**config.mk**
```make
export PLATFORM = sky130hd
export DESIGN_NAME = radix_number_to_seven_segment
export DESIGN_NICKNAME = d
export VERILOG_FILES = /design/src/design/rnss_pkg.sv /design/src/design/rnss_conv.sv /design/src/design/radix_number_to_seven_segment.sv
export SDC_FILE = /design/constraint.sdc
export NUM_CORES = 1
export LEC_CHECK = 0
export BUFFER_PORTS_ARGS = -buffer_cell sky130_fd_sc_hd__buf_2
export CORE_UTILIZATION = 60
export DETAILED_ROUTE_END_ITERATION = 12
export HOLD_SLACK_MARGIN = 0.1
export PLACE_DENSITY = 0.82
export SLEW_MARGIN = 15
export SYNTH_ARGS = -nofsm -noshare
export SYNTH_HDL_FRONTEND = slang
export SYNTH_HIERARCHICAL = 1
export SYNTH_SLANG_ARGS = --single-unit
export TNS_END_PERCENT = 50
```
**constraint.sdc**
```tcl
create_clock -name i_clk -period 4.4 [get_ports i_clk]
set_input_delay 0.44 -clock i_clk [delete_from_list [all_inputs] [get_ports i_clk]]
set_output_delay 0.44 -clock i_clk [all_outputs]
set_load 0.02 [all_outputs]
```
**src/design/rnss_pkg.sv**
```systemverilog
// Shared types, constants and the segment table of the radix seven-segment encoder.
`default_nettype none

package rnss_pkg;

    // Display positions the block can drive.
    localparam int MAX_DIGITS = 8;
    localparam int POS_W      = $clog2(MAX_DIGITS);
    localparam int CNT_W      = $clog2(MAX_DIGITS + 1);

    localparam int VALUE_W = 32;
    localparam int SEG_W   = 7;
    localparam int DIG_W   = 4;
    // Ten BCD digits cover the largest magnitude, 2^31.
    localparam int BCD_DIGITS = 10;
    localparam int WORK_W     = BCD_DIGITS * DIG_W;
    // Up to 32 binary digits, counted to 32.
    localparam int NDIG_W     = 6;

    // Radix codes of the radix_mode register.
    localparam logic [1:0] MODE_HEX = 2'd0;
    localparam logic [1:0] MODE_DEC = 2'd1;
    localparam logic [1:0] MODE_OCT = 2'd2;
    localparam logic [1:0] MODE_BIN = 2'd3;

    // Register indexes on the configuration port.
    localparam logic REG_DIGIT_COUNT = 1'b0;
    localparam logic REG_RADIX_MODE  = 1'b1;

    localparam logic [3:0]       DIGIT_COUNT_RST = 4'd5;
    localparam logic [1:0]       RADIX_MODE_RST  = MODE_DEC;
    localparam logic [SEG_W-1:0] SEG_MINUS       = 7'h08;
    localparam logic [SEG_W-1:0] SEG_BLANK       = 7'h00;

    // Status from the conversion unit to the top level.
    typedef struct packed {
        logic              done;
        logic [NDIG_W-1:0] ndig;
    } t_conv_stat;

    function automatic logic [SEG_W-1:0] digit_seg(input logic [DIG_W-1:0] dig);
        logic [SEG_W-1:0] seg;
        case (dig)
            4'h0: seg = 7'h77;
            4'h1: seg = 7'h24;
            4'h2: seg = 7'h5D;
            4'h3: seg = 7'h6D;
            4'h4: seg = 7'h2E;
            4'h5: seg = 7'h6B;
            4'h6: seg = 7'h7B;
            4'h7: seg = 7'h25;
            4'h8: seg = 7'h7F;
            4'h9: seg = 7'h6F;
            4'hA: seg = 7'h3F;
            4'hB: seg = 7'h7A;
            4'hC: seg = 7'h53;
            4'hD: seg = 7'h7C;
            4'hE: seg = 7'h5B;
            4'hF: seg = 7'h1B;
            default: seg = SEG_BLANK;
        endcase
        return seg;
    endfunction

endpackage

`default_nettype wire

```
**src/design/rnss_conv.sv**
```systemverilog
// Bit-serial conversion of a magnitude into digits of the selected radix.
`default_nettype none

module rnss_conv
    import rnss_pkg::*;
(
    input  wire logic              i_clk,
    input  wire logic              i_rst_n,
    input  wire logic              i_start,
    input  wire logic [VALUE_W-1:0] i_mag,
    input  wire logic [1:0]        i_mode,
    input  wire logic [POS_W-1:0]  i_rd_idx,
    output logic [DIG_W-1:0]       o_rd_digit,
    output t_conv_stat             o_stat
);

    localparam logic [1:0] C_IDLE   = 2'd0;
    localparam logic [1:0] C_DABBLE = 2'd1;
    localparam logic [1:0] C_SCAN   = 2'd2;

    logic [1:0]          r_state, n_state;
    logic [WORK_W-1:0]   r_work, n_work;
    logic [VALUE_W-1:0]  r_mag, n_mag;
    logic [4:0]          r_cnt, n_cnt;
    logic [NDIG_W-1:0]   r_ndig, n_ndig;
    logic [1:0]          r_mode, n_mode;
    logic                r_done, n_done;
    logic [DIG_W-1:0]    r_digs [MAX_DIGITS];

    logic [WORK_W-1:0]   adjusted;
    logic [WORK_W-1:0]   shifted;
    logic [DIG_W-1:0]    low_dig;

    // Double-dabble correction, one independent adder per BCD digit.
    always_comb begin
        for (int i = 0; i < BCD_DIGITS; i++) begin
            if (r_work[i*DIG_W +: DIG_W] >= 4'd5) begin
                adjusted[i*DIG_W +: DIG_W] = r_work[i*DIG_W +: DIG_W] + 4'd3;
            end else begin
                adjusted[i*DIG_W +: DIG_W] = r_work[i*DIG_W +: DIG_W];
            end
        end
    end

    always_comb begin
        case (r_mode)
            MODE_HEX, MODE_DEC: begin
                low_dig = r_work[3:0];
                shifted = r_work >> 4;
            end
            MODE_OCT: begin
                low_dig = {1'b0, r_work[2:0]};
                shifted = r_work >> 3;
            end
            default: begin
                low_dig = {3'b000, r_work[0]};
                shifted = r_work >> 1;
            end
        endcase
    end

    always_comb begin
        n_state = r_state;
        n_work  = r_work;
        n_mag   = r_mag;
        n_cnt   = r_cnt;
        n_ndig  = r_ndig;
        n_mode  = r_mode;
        n_done  = 1'b0;
        case (r_state)
            C_IDLE: begin
                if (i_start) begin
                    n_mode = i_mode;
                    n_ndig = '0;
                    n_cnt  = '0;
                    n_mag  = i_mag;
                    if (i_mode == MODE_DEC) begin
                        n_work  = '0;
                        n_state = C_DABBLE;
                    end else begin
                        n_work  = {{(WORK_W - VALUE_W){1'b0}}, i_mag};
                        n_state = C_SCAN;
                    end
                end
            end
            C_DABBLE: begin
                n_work = {adjusted[WORK_W-2:0], r_mag[VALUE_W-1]};
                n_mag  = r_mag << 1;
                n_cnt  = r_cnt + 5'd1;
                if (r_cnt == 5'd31) begin
                    n_state = C_SCAN;
                end
            end
            C_SCAN: begin
                n_work = shifted;
                n_ndig = r_ndig + NDIG_W'(1);
                if (shifted == '0) begin
                    n_done  = 1'b1;
                    n_state = C_IDLE;
                end
            end
            default: n_state = C_IDLE;
        endcase
    end

    always_ff @(posedge i_clk) begin
        if (!i_rst_n) begin
            r_state <= C_IDLE;
            r_done  <= 1'b0;
        end else begin
            r_state <= n_state;
            r_done  <= n_done;
        end
        r_work <= n_work;
        r_mag  <= n_mag;
        r_cnt  <= n_cnt;
        r_ndig <= n_ndig;
        r_mode <= n_mode;
    end

    // Only the lowest digits can ever be shown; higher ones only count.
    always_ff @(posedge i_clk) begin
        if (r_state == C_SCAN && r_ndig < NDIG_W'(MAX_DIGITS)) begin
            r_digs[r_ndig[POS_W-1:0]] <= low_dig;
        end
    end

    assign o_rd_digit  = r_digs[i_rd_idx];
    assign o_stat.done = r_done;
    assign o_stat.ndig = r_ndig;

endmodule

`default_nettype wire

```
**src/design/radix_number_to_seven_segment.sv**
```systemverilog
// Top level of the signed integer to seven-segment display encoder.
//
// Input channel: i_valid / o_stall with i_value, a signed 32-bit integer. A
// transfer happens at a rising edge with i_valid high and o_stall low. The
// block works on one number at a time; o_stall is low only while idle.
// Output channel: o_valid / i_stall with o_segments, o_position, o_overflow
// and o_last, one transfer per display position, left to right, or a single
// overflow transfer when the digits and sign do not fit.
// Sequence: after the input transfer, decimal mode first runs the bit-serial
// BCD shifter over all 32 input bits; every mode then scans one significant
// digit per step (1 to 10 decimal, up to 8 hex, 11 octal, 32 binary), hands
// over the digit count, decides overflow, then emits one position at a time.
// The output register frees the block: the last position may still wait for
// the receiver while the next number is taken. When the receiver stalls,
// the held transfer stays unchanged and emission pauses.
// Reset (synchronous, active low) empties the pipeline and restores
// digit_count to 5 and radix_mode to decimal. The user writes configuration
// over APB (digit_count 0x0, radix_mode 0x4) only while idle, unchecked.
`default_nettype none

module radix_number_to_seven_segment
    import rnss_pkg::*;
(
    input  wire logic               i_clk,
    input  wire logic               i_rst_n,
    input  wire logic               i_valid,
    output logic                    o_stall,
    input  wire logic [VALUE_W-1:0] i_value,
    output logic                    o_valid,
    input  wire logic               i_stall,
    output logic [SEG_W-1:0]        o_segments,
    output logic [POS_W-1:0]        o_position,
    output logic                    o_overflow,
    output logic                    o_last,
    input  wire logic               psel,
    input  wire logic               penable,
    input  wire logic               pwrite,
    input  wire logic [2:0]         paddr,
    input  wire logic [31:0]        pwdata,
    output logic [31:0]             prdata,
    output logic                    pready
);

    localparam logic [1:0] S_IDLE = 2'd0;
    localparam logic [1:0] S_CONV = 2'd1;
    localparam logic [1:0] S_DECIDE = 2'd2;
    localparam logic [1:0] S_EMIT = 2'd3;

    logic [3:0]          r_digit_count;
    logic [1:0]          r_radix_mode;
    logic [1:0]          r_state, n_state;
    logic                r_neg;
    logic                r_ovf, n_ovf;
    logic [CNT_W-1:0]    r_first, n_first;
    logic [CNT_W-1:0]    r_pos, n_pos;
    logic [NDIG_W-1:0]   r_ndig;

    logic                r_out_valid;
    logic [SEG_W-1:0]    r_seg;
    logic [POS_W-1:0]    r_out_pos;
    logic                r_out_ovf;
    logic                r_out_last;

    logic                cfg_wr;
    logic                in_xfer;
    logic                out_free;
    logic                load_out;
    logic [VALUE_W-1:0]  mag;
    logic [CNT_W-1:0]    n_eff;
    logic [POS_W-1:0]    rd_idx;
    logic [DIG_W-1:0]    rd_digit;
    t_conv_stat          conv_stat;

    logic [SEG_W-1:0]    n_seg;
    logic [POS_W-1:0]    n_out_pos;
    logic                n_out_ovf;
    logic                n_out_last;

    // Configuration registers; the low address bits are not decoded.
    assign pready = 1'b1;
    assign cfg_wr = psel && penable && pwrite && pready;

    always_ff @(posedge i_clk) begin
        if (!i_rst_n) begin
            r_digit_count <= DIGIT_COUNT_RST;
            r_radix_mode  <= RADIX_MODE_RST;
        end else if (cfg_wr) begin
            case (paddr[2])
                REG_DIGIT_COUNT: r_digit_count <= pwdata[3:0];
                REG_RADIX_MODE:  r_radix_mode  <= pwdata[1:0];
                default: ;
            endcase
        end
    end

    always_comb begin
        case (paddr[2])
            REG_DIGIT_COUNT: prdata = {28'd0, r_digit_count};
            REG_RADIX_MODE:  prdata = {30'd0, r_radix_mode};
            default:         prdata = '0;
        endcase
    end

    // A count above the number of positions behaves as the maximum.
    assign n_eff = (r_digit_count > 4'(MAX_DIGITS)) ? CNT_W'(MAX_DIGITS)
                                                    : CNT_W'(r_digit_count);

    assign o_stall = (r_state != S_IDLE);
    assign in_xfer = i_valid && !o_stall;
    // Two's complement negation also gives 2^31 for the most negative value.
    assign mag     = i_value[VALUE_W-1] ? (VALUE_W'(0) - i_value) : i_value;

    rnss_conv u_conv (
        .i_clk      (i_clk),
        .i_rst_n    (i_rst_n),
        .i_start    (in_xfer),
        .i_mag      (mag),
        .i_mode     (r_radix_mode),
        .i_rd_idx   (rd_idx),
        .o_rd_digit (rd_digit),
        .o_stat     (conv_stat)
    );

    assign out_free = !r_out_valid || !i_stall;
    assign load_out = (r_state == S_EMIT) && out_free;

    // The digit shown at position p is digit n-1-p counted from the right.
    assign rd_idx = POS_W'(n_eff - CNT_W'(1) - r_pos);

    always_comb begin
        n_out_ovf  = r_ovf;
        n_out_pos  = r_pos[POS_W-1:0];
        n_out_last = (r_pos == n_eff - CNT_W'(1));
        n_seg      = SEG_BLANK;
        if (r_ovf) begin
            n_out_pos  = '0;
            n_out_last = 1'b1;
        end else if (r_pos >= r_first) begin
            n_seg = digit_seg(rd_digit);
        end else if (r_neg && (r_pos + CNT_W'(1) == r_first)) begin
            n_seg = SEG_MINUS;
        end
    end

    always_comb begin
        n_state = r_state;
        n_ovf   = r_ovf;
        n_first = r_first;
        n_pos   = r_pos;
        case (r_state)
            S_IDLE: begin
                if (in_xfer) begin
                    n_state = S_CONV;
                end
            end
            S_CONV: begin
                if (conv_stat.done) begin
                    n_state = S_DECIDE;
                end
            end
            S_DECIDE: begin
                // Digits plus the sign must fit in the positions in use.
                n_ovf   = ({1'b0, r_ndig} + {{NDIG_W{1'b0}}, r_neg})
                          > (NDIG_W + 1)'(n_eff);
                n_first = n_eff - CNT_W'(r_ndig);
                n_pos   = '0;
                n_state = S_EMIT;
            end
            S_EMIT: begin
                if (load_out) begin
                    n_pos = r_pos + CNT_W'(1);
                    if (n_out_last) begin
                        n_state = S_IDLE;
                    end
                end
            end
            default: n_state = S_IDLE;
        endcase
    end

    always_ff @(posedge i_clk) begin
        if (!i_rst_n) begin
            r_state     <= S_IDLE;
            r_out_valid <= 1'b0;
        end else begin
            r_state <= n_state;
            if (load_out) begin
                r_out_valid <= 1'b1;
            end else if (!i_stall) begin
                r_out_valid <= 1'b0;
            end
        end
        r_ovf   <= n_ovf;
        r_first <= n_first;
        r_pos   <= n_pos;
        if (in_xfer) begin
            r_neg <= i_value[VALUE_W-1];
        end
        if (conv_stat.done) begin
            r_ndig <= conv_stat.ndig;
        end
        if (load_out) begin
            r_seg      <= n_seg;
            r_out_pos  <= n_out_pos;
            r_out_ovf  <= n_out_ovf;
            r_out_last <= n_out_last;
        end
    end

    assign o_valid    = r_out_valid;
    assign o_segments = r_seg;
    assign o_position = r_out_pos;
    assign o_overflow = r_out_ovf;
    assign o_last     = r_out_last;

    // The converter only finishes while the top level waits for it.
    a_done_in_conv: assert property (@(posedge i_clk) disable iff (!i_rst_n)
        conv_stat.done |-> r_state == S_CONV)
        else $error("conversion finished outside the wait state");

    // An overflow transfer is a single blank, final transfer at position zero.
    a_ovf_shape: assert property (@(posedge i_clk) disable iff (!i_rst_n)
        (o_valid && o_overflow) |-> (o_last && o_segments == SEG_BLANK
                                     && o_position == '0))
        else $error("malformed overflow transfer");

    // A normal final transfer sits at the rightmost position in use.
    a_last_pos: assert property (@(posedge i_clk) disable iff (!i_rst_n)
        (o_valid && !o_overflow && o_last)
            |-> (CNT_W'(o_position) == n_eff - CNT_W'(1)))
        else $error("final transfer not at the rightmost position");

    // Emitting the final transfer returns the block to idle.
    a_last_to_idle: assert property (@(posedge i_clk) disable iff (!i_rst_n)
        (load_out && n_out_last) |=> r_state == S_IDLE)
        else $error("block did not return to idle after the final transfer");

endmodule

`default_nettype wire
```
---- Word-level counts from Yosys, hierarchy flattened ----
Memories as Yosys holds them, arrays and structs flattened.
Index checks and enable logic that the tools add are counted.
cells by class
  reduce and logical (&&, ||, !) cells .... 30
  muxes and demuxes ....................... 44
  $lt $le $gt $ge ......................... 14
  eq/ne operators ......................... 19
  add/sub/neg operators ................... 18
  bitwise operators ....................... 1
operator list
  kind                   number
  $pmux 32 s2            2
  $pmux 40 s3            1
  $mux 32                3
  $pmux 39 s2            1
  $mux 4                 12
  $ge 4x3->1 const B     10
  $logic_not 40->1       1
  $mux 40                1
  $add 4x2->4 const B    9
  $sub 1x32->32 const A  1
  $mux 2                 8
  $pmux 4 s2             2
  $reduce_and 2->1       8
  $pmux 6 s2             1
  $pmux 5 s2             1
  $eq 2x1->1 const B     4
  $eq 2x2->1 const B     4
  $eq 4x4->1             2
  $ne 2x1->1 const B     4
  $ne 2x2->1 const B     4
  $pmux 2 s4             1
  $reduce_bool 2->1      4
  $add 6x1->7            1
  $gt 7x4->1             1
  26 further kinds       40
storage, ports and cells
  memories kept ........................... 2
  memory bits (read-only) ................. 112
  output and inout port bits .............. 47
  register bits ........................... 125
  word-level logic and storage cells ...... 148
  memory bits (writable) .................. 32
memories
  memory            depth  width  read ports  clocked after Yosys merged registers in  wr ports  line             RTL
  (name not given)  16     7      1           0                                        0         rnss_pkg.sv:43   case (dig)
  u_conv.r_digs     8      4      1           0                                        1         rnss_conv.sv:28  logic [DIG_W-1:0] r_digs [MAX_DIGITS];

---- Depth between registers and ports, before layout ----
  depth after elaboration ................. 8
  gate-level depth with buffers ........... 16
  depth with buffers taken out ............ 15

---- Modules after synthesis ----
The synthesis kept the hierarchy.
by module, submodules not included
  module                         seq. area each (µm²)  area each (µm²)  cells an instance  times used
  rnss_conv                      3573.4                7008.0           590                1
  radix_number_to_seven_segment  1021.0                3193.1           329                1

---- Worst setup path after synthesis ----
No wires, ideal clock.
  path kind ............................... register -> register
  from .................................... register u_conv.r_state[0]
  to ...................................... register u_conv.r_cnt[0] (enable)
  data required time ...................... 3.917 ns
  arrival ................................. 3.310 ns
  setup slack ............................. 0.607 ns
  stages on the path, launching flop included .. 4
  clock period less this slack ............ 3.793 ns
  library setup time ...................... 0.483 ns
  path through ............................ dfxtp_1 > inv_1 > ha_1 > o21ai_0
between the ends
  word-level cells in the longest chain between the ends .. 3
  elaborated cells between the ends (all ways) .. 5
  classes of those cells .................. eq/ne (2); reduce/logical (3)
ends and longest elaborated chain
  element                                                           line              RTL
  from (decl)                                                       rnss_conv.sv:21   logic [1:0] r_state, n_state;
  from (signal assigned)                                            rnss_conv.sv:111  r_state <= n_state;
  $eq 2x1->1 / $logic_not 2->1 (equally long branches)              rnss_conv.sv:70   case (r_state)
  $reduce_bool 2->1 (no line) / $ne 2x2->1 (equally long branches)  -
  $reduce_and 2->1 (no line) *                                      -
  to (signal assigned)                                              rnss_conv.sv:116  r_cnt <= n_cnt;
  to (decl)                                                         rnss_conv.sv:24   logic [4:0] r_cnt, n_cnt;
Every way passes the cells marked *; elsewhere a longest branch is shown, timed or not.
A chain may end at the register's enable or synchronous reset.

---- Final worst setup path ----
  from .................................... register r_digit_count[3]
  to ...................................... register r_seg[1], in the netlist o_segments[1] (data pin)
between the ends
  word-level cells in the longest chain between the ends .. 7
ends and longest elaborated chain
  element                 line                                  RTL
  from (decl)             radix_number_to_seven_segment.sv:49   logic [3:0] r_digit_count;
  from (signal assigned)  radix_number_to_seven_segment.sv:89   REG_DIGIT_COUNT: r_digit_count <= pwdata[3:0];
  $gt 4x4->1              radix_number_to_seven_segment.sv:105  assign n_eff = (r_digit_count > 4'(MAX_DIGITS)) ? CNT_W'(MAX_DIGITS)
  $mux 4                  radix_number_to_seven_segment.sv:105
  $sub 4x1->4             -
  $sub 3x3->3             radix_number_to_seven_segment.sv:128  assign rd_idx = POS_W'(n_eff - CNT_W'(1) - r_pos);
  via rd_idx[1]           radix_number_to_seven_segment.sv:70   logic [POS_W-1:0] rd_idx;
  $mem_v2 8x4             -
  via rd_digit[0]         radix_number_to_seven_segment.sv:71   logic [DIG_W-1:0] rd_digit;
  $mem_v2 16x7            -
  $mux 7                  radix_number_to_seven_segment.sv:138  end else if (r_pos >= r_first) begin
  to (signal assigned)    radix_number_to_seven_segment.sv:203  r_seg <= n_seg;
  to (decl)               radix_number_to_seven_segment.sv:59   logic [SEG_W-1:0] r_seg;
The timed path passes the listed nets, and every way through them passes these cells.

==> flow_metrics.tcl <==
set metrics [dict create \
    syn_area_mm2 0.01020 \
    slew_violations 0 \
    finalSetupViolCount 0 \
    yosysWarnings 6 \
    cts_setup_buffers 0 \
    worstPathRequired_ns 4.60 \
    firstDrtPassIters 5 \
    ys_seq_area_frac 0.4504 \
    synth_most_common_cell "edfxtp_1" \
    yosysTopAreaCell "edfxtp_1" \
    cts_made_buffers 17 \
    first_global_vias 6765 \
    drtAntennaViolNets 0 \
    fin_setup_tns_ns 0 \
    die_height_um 132.4 \
    drive_above_1_share 0.1957 \
    vias_per_cell 6.027 \
    synthFlopType "edfxtp_1" \
    cts_resized 0 \
    fin_nets 1102 \
    drv_cap 0 \
    async_flop_share 0 \
    fin_ws_ns 0.6945 \
    antenna_found_initial 0 \
    grt_use_total 0.2490 \
    cp_max_fo 8 \
    start_util 0.6151 \
    hpwl_um 14900 \
    arrival_ns 3.90 \
    ir_drop_mv 0.3504 \
    vias 7239 \
    grt_pass1_wl_um 34290 \
    syn-instance-count 919 \
    power_density_mw_per_mm2 625.0 \
    timing_worst_setup_path_type "reg -> reg" \
    rsz0062_at_grt "false" \
    synth_top_area_share 0.4268 \
    max_freq_mhz 269.9 \
    cts_root_buf "clkbuf_16" \
    critPathLaunchType "register" \
    p_leak_nw 4.306 \
    cts_sinks 157 \
    crit_path_top_delay_cell "fa_1" \
    ios 121 \
    gp_congestion 0.7970 \
    skew_ns 0.009456 \
    clockBufferDepth 2 \
    yosys-top-cells-area "edfxtp_1 (43%), mux2_2 (7.2%), ha_1 (7.1%)" \
    grt_max_degree 41 \
    status "finished clean" \
    coreArea_mm2 0.01658 \
    fin_area_mm2 0.01114 \
    fillers 1228 \
    maxSlewHeadroom 0.2359 \
    htreeDepth 4 \
    crit_path_max_incr_delay_ns 0.77 \
    synth_commonest_cells "edfxtp_1 (145), nand2_1 (66), mux2_2 (65), ha_1 (58), inv_1 (57)" \
    diodes 0 \
    insertion_delay_ns 0.43 \
    die_x_um 132.4 \
    grt-ovfl-total 0 \
    synthToLayoutAreaGrowth_pct 9.162 \
    place_ws_ns 0.7154 \
    whs_ns 0.2390 \
    syn_avg_cell_area_um2 11.10 \
    remaining_drc_errors 0 \
    hold_path.class "in -> reg" \
    place_area_mm2 0.01056 \
    rows 47 \
    cts_tree "built" \
    synth_edf_count 145 \
    min_period_ns 3.705 \
    drtIter0Drc 692 \
    clk_pin_slew_ns 0.06 \
    hold_viol 0 \
    synth_cell_types 62 \
    ctsHoldBuffers 0 \
    cp-end-kind "register" \
    die-area_mm2 0.01753 \
    io_buffers 61 \
    fin_crit_sh 0.8422 \
    worst_slew_pin_slew_ns 1.142 \
    drt-total-wl_um 21280 \
    ys_seq_elements 157 \
    wl_per_cell_um 17.72 \
    worstPathCellList "inv_1 -> nand2_1 -> ha_1 -> inv_1 -> fa_1 -> mux4_2 -> mux2_2 -> ha_1 -> nor2b_1 -> nand2b_1 -> a2111oi_0" \
]
==> worst max-delay path, delay by kind of cell, from the launching register on <==
family                   cells  cell delay (ns)
adder cells (fa/ha/maj)      3             1.35
multiplexers                 2             0.69
AND/OR/NAND/NOR              3             0.48
AO/OA/AOI/OAI                1             0.42
flip-flops                   1             0.35
buffers and inverters        2             0.20
==> layout by cell type (no fill, tap or decap), types with 4 or more instances in the layout <==
| cell | Yosys | layout |
|---|---|---|
| mux4_2 | 9 | 9 |
| conb_1 | 2 | 29 |
| o21a_1 | 5 | 5 |
| a21oi_1 | 52 | 51 |
| nor4_1 | 5 | 5 |
| nand3_1 | 13 | 13 |
| o31ai_1 | 7 | 7 |
| a21o_1 | 5 | 5 |
| xor2_1 | 11 | 11 |
| inv_1 | 57 | 57 |
| nor2_1 | 52 | 51 |
| mux2_2 | 65 | 65 |
| nand2b_1 | 19 | 19 |
| nor2b_1 | 16 | 16 |
| and2_1 | 7 | 7 |
| edfxtp_1 | 145 | 145 |
| nand2_1 | 66 | 66 |
| mux2i_1 | 48 | 48 |
| xnor2_1 | 50 | 50 |
| buf_2 | 6 | 61 |
| nor3_1 | 11 | 11 |
| nand4_1 | 10 | 10 |
| o22ai_1 | 6 | 6 |
| ha_1 | 58 | 58 |
| nor3b_1 | 14 | 14 |
| buf_4 | 30 | 8 |
| a221o_1 | 4 | 4 |
| o21ai_0 | 40 | 39 |
| dfxtp_1 | 12 | 12 |
| o221ai_1 | 20 | 20 |
| clkbuf_16 | 0 | 17 |
==> kinds of logic (layout without fill, tap and decap cells) <==
logic type                 after synthesis  in the layout  share of synthesized area
and+or+nand+nor                        232            232                     0.1181
muxes                                  123            123                     0.1402
DFF                                    157            157                     0.4504
adders and majority gates               60             60                    0.07506
xor gates and xnor gates                61             61                    0.05237
buffers and inverters                  123            158                    0.06071
other                                    2             29                  0.0007362
AOI/OAI and AO/OA                      161            161                     0.1024
==> path summary, 6_finish.rpt <==
check	start	to	slack (ns)	depth (start not counted)
max reg2reg	r_digit_count[3]	o_segments[1]	0.69	11
min	pwdata[2]	r_digit_count[2]	0.24	3
max	r_digit_count[3]	o_segments[1]	0.69	11
min reg2reg	r_state[1]	r_state[1]	0.50	2
==> state kept, by name, summed over array words and instances (netlist names), 2 cells and up <==
signal,flops
u_conv/r_state,2
r_state,2
u_conv/r_cnt,5
o_segments,7
u_conv/r_digs,32
u_conv/r_ndig,6
o_position,3
r_pos,4
u_conv/r_work,40
r_ndig,6
u_conv/r_mode,2
r_radix_mode,2
u_conv/r_mag,32
r_digit_count,4
r_first,4
==> metal layers <==
layer	GRT usage	routed length, µm	up-vias
li1	-	-	3408
met1	0.3552	9523	3527
met2	0.3889	10220	280
met3	0.03768	1269	24
met4	0.08621	268	0
met5	0	0	-
==> power by group <==
part           internal (W)  switching, W
registers           0.00228      0.000455
clock network      0.000813      0.000609
logic               0.00118       0.00163
total               0.00427       0.00269
==> layout make-up <==
cell class / instances / area, µm² / area share
Multi-Input combinational cell: 666 / 5117 / 0.4595
Sequential cell: 157 / 4594 / 0.4126
Clock buffer: 20 / 456.7 / 0.04101
Timing Repair Buffer: 69 / 365.4 / 0.03281
Tap cell: 220 / 275.3 / 0.02472
Inverter: 57 / 214.0 / 0.01921
Clock inverter: 12 / 112.6 / 0.01011
==> through the flow <==
step	std cells	total power (W)	utilization
after floorplan	946	0.004816	-
after CTS	1201	0.006938	0.6713
after global routing	1201	0.007392	0.6715
after global placement	1169	0.005379	0.6369
final	1201	0.006960	0.6715
after detailed placement	1169	0.005493	0.6369
Power figures use the tool's default switching activity.
